### src/hw/rtl/upd_pkg.sv
// ----------------------------------------------------------------------------
// upd_pkg
// Types, constants and helpers for the URL percent decoder.
// ----------------------------------------------------------------------------
package upd_pkg;

  localparam int unsigned CharW      = 8;
  localparam int unsigned LenW       = 11;
  localparam int unsigned MaxResults = 3;
  localparam int unsigned FifoDepth  = 4;

  localparam logic [CharW-1:0] ChPlus    = 8'h2B;
  localparam logic [CharW-1:0] ChPercent = 8'h25;
  localparam logic [CharW-1:0] ChSpace   = 8'h20;
  localparam logic [CharW-1:0] ChZero    = 8'h30;
  localparam logic [CharW-1:0] ChNine    = 8'h39;
  localparam logic [CharW-1:0] ChLowA    = 8'h61;
  localparam logic [CharW-1:0] ChLowF    = 8'h66;
  localparam logic [CharW-1:0] ChUpA     = 8'h41;
  localparam logic [CharW-1:0] ChUpF     = 8'h46;

  localparam logic [LenW-1:0] LimitReset = 11'd1024;

  typedef enum logic [1:0] {
    PhNormal  = 2'd0,
    PhPercent = 2'd1,
    PhDigit   = 2'd2
  } phase_e;

  typedef struct packed {
    logic [CharW-1:0] ch;
    logic             is_data;
    logic             eos;
    logic [LenW-1:0]  len;
  } result_t;

  // All results of one input byte; only res[0..n-1] are meaningful.
  typedef struct packed {
    logic [1:0]                 n;
    result_t [MaxResults-1:0]   res;
  } bundle_t;

  typedef struct packed {
    logic       valid;
    logic [3:0] nib;
  } hex_t;

  function automatic hex_t hex_decode(logic [CharW-1:0] c);
    hex_t             h;
    logic [CharW-1:0] diff;
    h    = '0;
    diff = '0;
    if (c >= ChZero && c <= ChNine) begin
      diff    = c - ChZero;
      h.valid = 1'b1;
      h.nib   = diff[3:0];
    end else if (c >= ChLowA && c <= ChLowF) begin
      diff    = c - ChLowA + 8'd10;
      h.valid = 1'b1;
      h.nib   = diff[3:0];
    end else if (c >= ChUpA && c <= ChUpF) begin
      diff    = c - ChUpA + 8'd10;
      h.valid = 1'b1;
      h.nib   = diff[3:0];
    end
    return h;
  endfunction

endpackage

### src/hw/rtl/upd_decode.sv
// ----------------------------------------------------------------------------
// upd_decode
// Escape state machine and emit counter; combinationally turns one registered
// byte into a bundle of up to three results.
// ----------------------------------------------------------------------------
module upd_decode
  import upd_pkg::*;
(
  input  logic             clk_i,
  input  logic             rst_ni,
  input  logic             fire_i,
  input  logic [CharW-1:0] char_i,
  input  logic             last_i,
  input  logic [LenW-1:0]  limit_i,
  output bundle_t          bundle_o
);

  phase_e           phase_q, phase_d;
  logic [CharW-1:0] held_q, held_d;
  logic [LenW-1:0]  cnt_q, cnt_d;

  hex_t             hx, hh;
  logic             lim_ok, need_a, need_b, use_plain, plain_ok;
  logic [CharW-1:0] a_char, b_char;
  logic [LenW-1:0]  cnt1, cnt2;
  result_t          e_a, e_b, e_end;

  always_comb begin
    hx     = hex_decode(char_i);
    hh     = hex_decode(held_q);
    lim_ok = cnt_q < limit_i;
    need_a = lim_ok && (phase_q == PhDigit);
    a_char = hx.valid ? {hh.nib, hx.nib} : held_q;
    case (phase_q)
      PhPercent: use_plain = lim_ok && !(hx.valid && !last_i);
      PhDigit:   use_plain = lim_ok && !hx.valid;
      default:   use_plain = lim_ok;
    endcase
    cnt1     = cnt_q + {{(LenW-1){1'b0}}, need_a};
    plain_ok = use_plain && (cnt1 < limit_i);
    need_b   = plain_ok && (char_i != ChPercent);
    b_char   = (char_i == ChPlus) ? ChSpace : char_i;
    cnt2     = cnt1 + {{(LenW-1){1'b0}}, need_b};
  end

  // Next state
  always_comb begin
    phase_d = phase_q;
    held_d  = held_q;
    cnt_d   = cnt_q;
    if (lim_ok) begin
      phase_d = PhNormal;
      cnt_d   = cnt2;
      if (phase_q == PhPercent && hx.valid && !last_i) begin
        phase_d = PhDigit;
        held_d  = char_i;
      end
      if (phase_q == PhDigit) held_d = '0;
      // a '%' on the last byte is simply dropped
      if (plain_ok && char_i == ChPercent && !last_i) phase_d = PhPercent;
    end
    if (last_i) begin
      phase_d = PhNormal;
      held_d  = '0;
      cnt_d   = '0;
    end
  end

  // Result bundle
  always_comb begin
    e_a   = '{ch: a_char, is_data: 1'b1, eos: 1'b0, len: cnt1};
    e_b   = '{ch: b_char, is_data: 1'b1, eos: 1'b0, len: cnt2};
    e_end = '{ch: '0, is_data: 1'b0, eos: 1'b1, len: cnt2};
    bundle_o.res[0] = need_a ? e_a : (need_b ? e_b : e_end);
    bundle_o.res[1] = (need_a && need_b) ? e_b : e_end;
    bundle_o.res[2] = e_end;
    bundle_o.n      = {1'b0, need_a} + {1'b0, need_b} + {1'b0, last_i};
  end

  always_ff @(posedge clk_i or negedge rst_ni) begin
    if (!rst_ni) begin
      phase_q <= PhNormal;
      held_q  <= '0;
      cnt_q   <= '0;
    end else if (fire_i) begin
      phase_q <= phase_d;
      held_q  <= held_d;
      cnt_q   <= cnt_d;
    end
  end

endmodule

### src/hw/rtl/upd_res_fifo.sv
// ----------------------------------------------------------------------------
// upd_res_fifo
// Queue of result bundles; the head bundle is sent out one beat at a time.
// ----------------------------------------------------------------------------
module upd_res_fifo
  import upd_pkg::*;
#(
  parameter int unsigned Depth = FifoDepth
) (
  input  logic    clk_i,
  input  logic    rst_ni,
  input  logic    push_i,
  input  bundle_t push_data_i,
  output logic    full_o,
  output logic    out_valid_o,
  input  logic    out_ready_i,
  output result_t out_data_o
);

  localparam int unsigned PtrW = (Depth > 1) ? $clog2(Depth) : 1;
  localparam int unsigned CntW = $clog2(Depth + 1);
  localparam logic [PtrW-1:0] PtrLast = PtrW'(Depth - 1);

  bundle_t         mem_q [Depth];
  logic [PtrW-1:0] wr_ptr_q, rd_ptr_q;
  logic [CntW-1:0] cnt_q, cnt_d;
  logic [1:0]      sub_q;

  bundle_t head;
  logic    beat, last_beat, pop;

  assign head        = mem_q[rd_ptr_q];
  assign out_valid_o = (cnt_q != '0);
  assign out_data_o  = head.res[sub_q];
  assign full_o      = (cnt_q == CntW'(Depth));
  assign beat        = out_valid_o && out_ready_i;
  assign last_beat   = (sub_q == 2'(head.n - 2'd1));
  assign pop         = beat && last_beat;

  always_comb begin
    cnt_d = cnt_q;
    if (push_i && !pop) cnt_d = cnt_q + CntW'(1);
    if (!push_i && pop) cnt_d = cnt_q - CntW'(1);
  end

  always_ff @(posedge clk_i) begin
    if (push_i) mem_q[wr_ptr_q] <= push_data_i;
  end

  always_ff @(posedge clk_i or negedge rst_ni) begin
    if (!rst_ni) begin
      wr_ptr_q <= '0;
      rd_ptr_q <= '0;
      cnt_q    <= '0;
      sub_q    <= '0;
    end else begin
      cnt_q <= cnt_d;
      if (push_i) wr_ptr_q <= (wr_ptr_q == PtrLast) ? '0 : wr_ptr_q + PtrW'(1);
      if (pop) begin
        rd_ptr_q <= (rd_ptr_q == PtrLast) ? '0 : rd_ptr_q + PtrW'(1);
        sub_q    <= '0;
      end else if (beat) begin
        sub_q <= sub_q + 2'd1;
      end
    end
  end

endmodule

### src/hw/rtl/url_percent_decoder.sv
// ----------------------------------------------------------------------------
// url_percent_decoder
// Streaming URL percent decoder: '+' to space, %XX to one byte, byte count
// limit per string, end record with the decoded length after the last byte.
// ----------------------------------------------------------------------------
//  channel   dir  beat contents
//  s_axis    in   tdata[7:0] in_char, tlast is_final
//  m_axis    out  tdata[7:0] out_char, [18:8] decoded_length; tuser is_data;
//                 tlast end_of_string
//  cfg       in   cfg_wdata_i output_limit, written when cfg_we_i is high
//
//  One byte accepted per cycle; a byte passes the input register, then the
//  queue. It yields 0 to 3 results, one beat per cycle while m_axis_tready
//  is high, from a queue of FifoDepth bundles; input stalls only while full.
//  Reset: escape state and count cleared, output_limit = 1024; no clear pass.
// ----------------------------------------------------------------------------
module url_percent_decoder
  import upd_pkg::*;
#(
  parameter int unsigned FifoDepthP = FifoDepth
) (
  input  logic                  clk_i,
  input  logic                  rst_ni,
  input  logic                  s_axis_tvalid,
  output logic                  s_axis_tready,
  input  logic [7:0]            s_axis_tdata,   // [7:0] in_char
  input  logic                  s_axis_tlast,
  output logic                  m_axis_tvalid,
  input  logic                  m_axis_tready,
  output logic [23:0]           m_axis_tdata,   // [7:0] out_char, [18:8] decoded_length
  output logic                  m_axis_tuser,   // [0] is_data
  output logic                  m_axis_tlast,
  input  logic                  cfg_we_i,
  input  logic [LenW-1:0]       cfg_wdata_i
);

  logic             in_vld_q, in_vld_d;
  logic [CharW-1:0] in_char_q;
  logic             in_last_q;
  logic [LenW-1:0]  limit_q;

  logic    load, fire, full, push;
  bundle_t bundle;
  result_t res;

  assign fire          = in_vld_q && !full;
  assign s_axis_tready = !in_vld_q || fire;
  assign load          = s_axis_tvalid && s_axis_tready;
  assign push          = fire && (bundle.n != 2'd0);

  always_comb begin
    in_vld_d = in_vld_q;
    if (fire) in_vld_d = 1'b0;
    if (load) in_vld_d = 1'b1;
  end

  always_ff @(posedge clk_i or negedge rst_ni) begin
    if (!rst_ni) begin
      in_vld_q <= 1'b0;
      limit_q  <= LimitReset;
    end else begin
      in_vld_q <= in_vld_d;
      if (cfg_we_i) limit_q <= cfg_wdata_i;
    end
  end

  always_ff @(posedge clk_i) begin
    if (load) begin
      in_char_q <= s_axis_tdata;
      in_last_q <= s_axis_tlast;
    end
  end

  upd_decode u_decode (
    .clk_i    (clk_i),
    .rst_ni   (rst_ni),
    .fire_i   (fire),
    .char_i   (in_char_q),
    .last_i   (in_last_q),
    .limit_i  (limit_q),
    .bundle_o (bundle)
  );

  upd_res_fifo #(
    .Depth (FifoDepthP)
  ) u_res_fifo (
    .clk_i       (clk_i),
    .rst_ni      (rst_ni),
    .push_i      (push),
    .push_data_i (bundle),
    .full_o      (full),
    .out_valid_o (m_axis_tvalid),
    .out_ready_i (m_axis_tready),
    .out_data_o  (res)
  );

  assign m_axis_tdata = {5'b0, res.len, res.ch};
  assign m_axis_tuser = res.is_data;
  assign m_axis_tlast = res.eos;

endmodule

### config.mk
export PLATFORM = sky130hd
export DESIGN_NAME = url_percent_decoder
export DESIGN_NICKNAME = d
export VERILOG_FILES = /design/src/hw/rtl/upd_pkg.sv /design/src/hw/rtl/upd_decode.sv /design/src/hw/rtl/upd_res_fifo.sv /design/src/hw/rtl/url_percent_decoder.sv
export SDC_FILE = /design/constraint.sdc
export NUM_CORES = 1
export LEC_CHECK = 0
export ABC_CLOCK_PERIOD_IN_PS = 6400
export BUFFER_PORTS_ARGS = -buffer_cell sky130_fd_sc_hd__buf_2
export CORE_ASPECT_RATIO = 1.75
export CORE_MARGIN = 2
export CORE_UTILIZATION = 35
export CTS_BUF_LIST = sky130_fd_sc_hd__clkbuf_4 sky130_fd_sc_hd__clkbuf_8
export DETAILED_ROUTE_END_ITERATION = 10
export REMOVE_ABC_BUFFERS = 1
export SLEW_MARGIN = 20
export SYNTH_ARGS = -nofsm -noshare
export SYNTH_HDL_FRONTEND = slang
export SYNTH_SLANG_ARGS = --single-unit
### constraint.sdc
create_clock -name clk_i -period 6.4 [get_ports clk_i]
set_input_delay 1.6 -clock clk_i [delete_from_list [all_inputs] [get_ports clk_i]]
set_output_delay 1.6 -clock clk_i [all_outputs]
set_load 0.03 [all_outputs]
# [Word level (Yosys, flattened, before mapping)]
# Memory sizes are Yosys's and may differ from the RTL's.
# Cells that the tools add are included.
[word_totals] in_bits=25 reg_bits=51 ram_bits=220 n_memories=1 output_inout_bits=28
[memory_table] memory="u_res_fifo.mem_q" depth=4 width=55 rd=1 rd_clocked_by_memory_dff=0 write_ports=1 line="upd_res_fifo.sv:24" text="bundle_t mem_q [Depth];"
[op_classes] muxes=34 n_eq_ne=9 n_lt_le_gt_ge=15 addsub=20 reduce_logical=41
[ops] cell="two-way mux 21 bit" count=4
[ops] cell="two-way mux 8 bit" count=6
[ops] cell="binary-select mux 21 bit (select 2 bit)" count=1
[ops] cell="greater-or-equal comparator 8 x 7 -> 1 bit (second input constant)" count=4
[ops] cell="<= comparator 8 x 7 -> 1 bit (second input constant)" count=4
[ops] cell="logical AND 1 bit" count=24
[ops] cell="subtractor 4 x 1 -> 4 bit (second input constant)" count=6
[ops] cell="adder 11 x 1 -> 11 bit" count=2
[ops] cell="less-than comparator 11 bit" count=2
[ops] cell="two-way mux 11 bit" count=2
[ops] cell="adder 4 bit (second input constant)" count=4
[ops] cell="equality test 8 x 6 -> 1 bit (second input constant)" count=2
[ops] cell="greater-or-equal comparator 8 x 6 -> 1 bit (second input constant)" count=2
[ops] cell="<= comparator 8 x 6 -> 1 bit (second input constant)" count=2
[ops] cell="two-way mux 2 bit" count=8
[ops] cell="two-way mux 5 bit" count=3
[ops] cell="two-way mux 4 bit" count=3
[ops] cell="nonzero test 2 bit" count=5
[ops] cell="!= test 8 x 6 -> 1 bit (second input constant)" count=1
[ops] cell="logical NOT 1 bit" count=7
[ops] cell="adder 2 x 1 -> 2 bit (second input constant)" count=3
[ops] cell="equality test 2 bit (second input constant)" count=3
[ops] cell="two-way mux 3 bit" count=2
[ops] cell="nonzero test 3 bit" count=2
[ops] cell="other kinds (14)" count=17

# [Longest topological paths before layout]
[logic_depth] depth_word=18 ltp_mapped=32

# [By module]
# Synthesis repeated with hierarchy kept, for this count alone.
[hier_totals] hier_cells=889 area_unflattened_um2=14224.9
[by_module_without_submodules] mod="upd_res_fifo" seq_area_each_um2=8032.7 area_per_inst_um2=10483.8 instances=1 cells_each=479
[by_module_without_submodules] mod="upd_decode" seq_area_each_um2=525.5 area_per_inst_um2=2925.3 instances=1 cells_each=366
[by_module_without_submodules] mod="url_percent_decoder" seq_area_each_um2=571.8 area_per_inst_um2=815.8 instances=1 cells_each=44

# [Least setup slack after synthesis]
# OpenSTA, ideal clock, no wires.
[synth_path] path_kind="reg-to-reg" start="reg limit_q[10]" end="mem u_res_fifo.mem_q[0][52] (netlist bit) (data pin)" arrival_time_ps=6267 slack_ps=-128 synth_period_minus_slack_ps=6528 path_stages_with_launch=31 cell_sequence="dfstp_2 > inv_1 > ha_1 > nand4_1 > nor2_1 > nor3_1 > nand3_1 > clkinv_1 > clkbuf_1 > ha_1 > ha_1 > buf_4 > nand3_1 > xor2_1 > inv_1 > ha_1 > a21o_1 > a21o_1 > a221oi_1 > o21ai_0 > nand2b_1 > inv_1 > clkbuf_1 > ha_1 > ha_1 > and4b_1 > a41oi_1 > or4_1 > buf_2 > or3_1 > and2_2"
[synth_via] elab_chain_cells=7
[synth_rtl] element="start: declaration" line="url_percent_decoder.sv:40" text="logic [LenW-1:0] limit_q;"
[synth_rtl] element="start signal: assignment" line="url_percent_decoder.sv:60" text="limit_q <= LimitReset;"
[synth_rtl] element="start signal: assignment" line="url_percent_decoder.sv:63" text="if (cfg_we_i) limit_q <= cfg_wdata_i;"
[synth_rtl] element="less-than comparator 11 bit" line="upd_decode.sv:31" text="lim_ok = cnt_q < limit_i;"
[synth_rtl] element="logical AND 1 bit" line="upd_decode.sv:32" text="need_a = lim_ok && (phase_q == PhDigit);"
[synth_rtl] element="adder 11 x 1 -> 11 bit" line="upd_decode.sv:39" text="cnt1 = cnt_q + {{(LenW-1){1'b0}}, need_a};"
[synth_rtl] element="less-than comparator 11 bit" line="upd_decode.sv:40" text="plain_ok = use_plain && (cnt1 < limit_i);"
[synth_rtl] element="logical AND 1 bit" line="upd_decode.sv:40"
[synth_rtl] element="logical AND 1 bit" line="upd_decode.sv:41" text="need_b = plain_ok && (char_i != ChPercent);"
[synth_rtl] element="adder 11 x 1 -> 11 bit (*)" line="upd_decode.sv:43" text="cnt2 = cnt1 + {{(LenW-1){1'b0}}, need_b};"
[synth_rtl] element="end: declaration" line="upd_res_fifo.sv:24"
# Mark *: on every way between the ends. The rest lies on a longest branch, timed or not.

# [Final worst setup path]
[layout_path] start="reg limit_q[10]" end="mem u_res_fifo.mem_q[3][52] (netlist bit) (data pin)"
# Same word-level chain as after synthesis.

==> flow_metrics.tcl <==
set metrics [dict create \
    status "finished clean" \
    max_stage_delay_ps 630 \
    cts_buffers 29 \
    path_clk_slew_ps 80 \
    grt_first_pass_wirelength_mm 35.88 \
    peakVddDrop_mv 0.1913 \
    wl_mm 22.54 \
    wl_per_cell_um 18.52 \
    total_power_mw 4.862 \
    synth_compound_area_share_pct 6.914 \
    relSlewSlack_pct 28.60 \
    skew_ps 19.64 \
    synth_top_area_share_pct 52.03 \
    worst_pin_slew_ps 1069 \
    cp_max_fo 11 \
    core_um2 30060 \
    syn_area_per_cell_um2 14.41 \
    p_comb_share_pct 32.8 \
    p_int_mw 3.201 \
    grt_antenna_before_repair 1 \
    synthAdderAreaFrac_pct 4.946 \
    synthArstFlopShare_pct 18.50 \
    arrival_ps 6350 \
    setup-violations-final 0 \
    start_util_pct 35.52 \
    cts_tree "yes" \
    yosysWarnings 0 \
    design_area_um2 12130 \
    pwr-share-seq_pct 42.6 \
    dp_hpwl_mm 15.63 \
    grt_max_degree 43 \
    num-fill-cells 2886 \
    die-area_um2 31970 \
    fmax_ghz 0.1659 \
    regArea_um2 6610 \
    grt_pass1_vias 6595 \
    ys_seq_area_share_pct 61.89 \
    drive_gt1_share_pct 23.40 \
    drc 0 \
    synth_ff_type "edfxtp_1" \
    slew_violations 0 \
    synth_top_family_by_area "multiplexers" \
    max-cap-violations 0 \
    ys_ff_latch 227 \
    gp_congestion 0.7962 \
    fin_util_pct 40.35 \
    cts.sinks 227 \
    critPathKind "reg2reg" \
    hold_viol 0 \
    whs_ps 511.4 \
    p_per_area_nw_per_um2 400.8 \
    synth_edf_count 185 \
    netlist_area_um2 10680 \
    synth.distinct_cells 67 \
    cp_num_buf_inv 4 \
    cp_slowest_cell "or4_1" \
    grt_usage_pct 14.43 \
    end_kind "flop" \
    multi_input_area_um2 3771 \
    synthTopCellsByArea "edfxtp_1 52%, dfrtp_1 9.6%, mux4_2 9.3%" \
    die_y_um 235.0 \
    min_path_type "reg2reg" \
    clock_path_buffers 3 \
    die_x_um 136.0 \
    root_buffer "clkbuf_8" \
    grt-ovfl-total 0 \
    synth_area_leader_cell "edfxtp_1" \
    net-switching-power_mw 1.660 \
    ant_nets 0 \
    hold_buffers 0 \
    drt_iter0_drc 443 \
    viasPerCell 5.139 \
    port_buffers 47 \
    detailedRoute.firstPassIterationCount 4 \
    vias 6254 \
    fin_crit_sh_pct 94.21 \
    crit_path_start_kind "flop" \
    fin_nets 872 \
    io-pin-count 53 \
    layout-area-overhead-vs-synth_pct 13.61 \
    period_minus_slack_ps 6029 \
    synthCells 741 \
    p_sw_share_pct 34.15 \
    dpl-instance-area_um2 11420 \
    crit_top_cell "ha_1" \
    power_leakage_nw 4.553 \
    cp.required_ps 6720 \
    worstSkewPairLatency_ps 580 \
    core.rowCount 84 \
    htreeDepth 1 \
    crit_family "simple AND/OR/NAND/NOR gates" \
    clkPwrFrac_pct 24.6 \
    synth_simple_gate_area_share_pct 8.672 \
    synth.area.mux_share_pct 11.57 \
    synthXorXnorAreaFrac_pct 2.625 \
]
[layout make-up]
| type | instances | share of cell area [%] |
|---|---|---|
| diodes | 1 | 0.02063 |
| multi-input cells | 439 | 31.09 |
| clock inverters | 20 | 1.929 |
| flip-flops and latches | 227 | 54.50 |
| inverters | 36 | 1.114 |
| repair buffers | 73 | 3.755 |
| well taps | 387 | 3.992 |
| clock buffers | 34 | 3.600 |
[metrics by stage]
stage	instances	setup TNS (ps)	setup slack [ps]
finish	1217	0	370.7
global route	1217	-18.09	-18.09
CTS	1216	0	85.60
detailed placement	1162	0	99.13
global placement	1162	0	247.1
floorplan	702	-105100	-581.6
[logic make-up after synthesis]
logic type      count (synthesis)
compound gates                108
xor+xnor                       32
fa+ha+maj                      41
buf+inv                        79
flops                         227
mux                            68
other cells                     1
simple gates                  185
[per-layer routing]
| layer | vias up | share of wire (%) | GRT usage (%) | wire length, um |
|---|---|---|---|---|
| met1 | 3098 | 39 | 16.46 | 8762 |
| met4 | 0 | 3.4 | 6.250 | 764 |
| met2 | 161 | 54 | 26.59 | 12180 |
| met3 | 47 | 3.7 | 1.704 | 827 |
| met5 | - | 0 | 0 | 0 |
| li1 | 2948 | - | - | - |
[path summary, 6_finish.rpt]
| check | to | slack (ps) | cells past startpoint | from |
|---|---|---|---|---|
| min reg2reg | u_res_fifo.cnt_q[2] | 510 | 1 | u_res_fifo.cnt_q[2] |
| max in group asynchronous | u_res_fifo.rd_ptr_q[1] | 4870 | 2 | rst_ni |
| max reg2reg | u_res_fifo.mem_q[3][52] | 370 | 26 | limit_q[10] |
| min in group asynchronous | u_decode.held_q[5] | 1090 | 2 | rst_ni |
| min | u_res_fifo.cnt_q[2] | 510 | 1 | u_res_fifo.cnt_q[2] |
| max | u_res_fifo.mem_q[3][52] | 370 | 26 | limit_q[10] |
[power groups by stage]
stage | combinational, mW | clock, mW | sequential, mW
6_report | 1.60 | 1.20 | 2.07
5_1_grt | 1.74 | 1.30 | 2.11
4_1_cts | 1.63 | 1.23 | 2.08
3_5_place_dp | 1.63 | 0 | 2.11
3_3_place_gp | 1.62 | 0 | 2.10
2_1_floorplan | 1.07 | 0 | 2.13
[flip-flops by register name, summed over array words and instances (netlist names), 3 cells and up]
register          count
u_decode.held_q       8
in_char_q             8
u_res_fifo.cnt_q      3
u_res_fifo.mem_q    176
u_decode.cnt_q       11
limit_q              11
[cells in the mapped netlist, types with 5 or more instances]
cell	instances
o22ai_1	5
a22o_1	13
and2_1	8
xnor2_1	24
a21oi_1	8
mux4_2	44
o21ai_0	40
nand2_1	63
mux2i_1	21
nand3_1	11
clkbuf_1	21
xor2_1	8
edfxtp_1	185
nand2b_1	12
buf_4	10
a21o_1	5
buf_2	7
dfrtp_1	41
nor3_1	12
and3_1	8
nand4_1	9
inv_1	35
ha_1	39
nor2_1	35
[cell usage in the layout, fill, tap and decap left out, types with 4 or more instances in the layout]
cell and count:
edfxtp_1 185, nand2_1 63, buf_2 47, mux4_2 44, o21ai_0 40, dfrtp_1 39
ha_1 37, inv_1 35, nor2_1 35, clkbuf_8 29, xnor2_1 24, buf_4 24
mux2i_1 21, a22o_1 13, nand2b_1 12, nand3_1 11, nor3_1 10, nand4_1 9
a21oi_1 8, and3_1 8, xor2_1 7, clkinv_1 6, a21o_1 5, o22ai_1 5
and2_2 5, conb_1 5, bufinv_16 5, clkbuf_4 5, clkinv_2 5, or3_1 4
and2_1 4, a221oi_1 4, a31o_2 4
[repair_timing]
item                       CTS  global route
buffers inserted             0             0
setup endpoints to repair    0            83
gates resized for setup      0             7
Note: power is estimated with default switching activity, not from simulation.
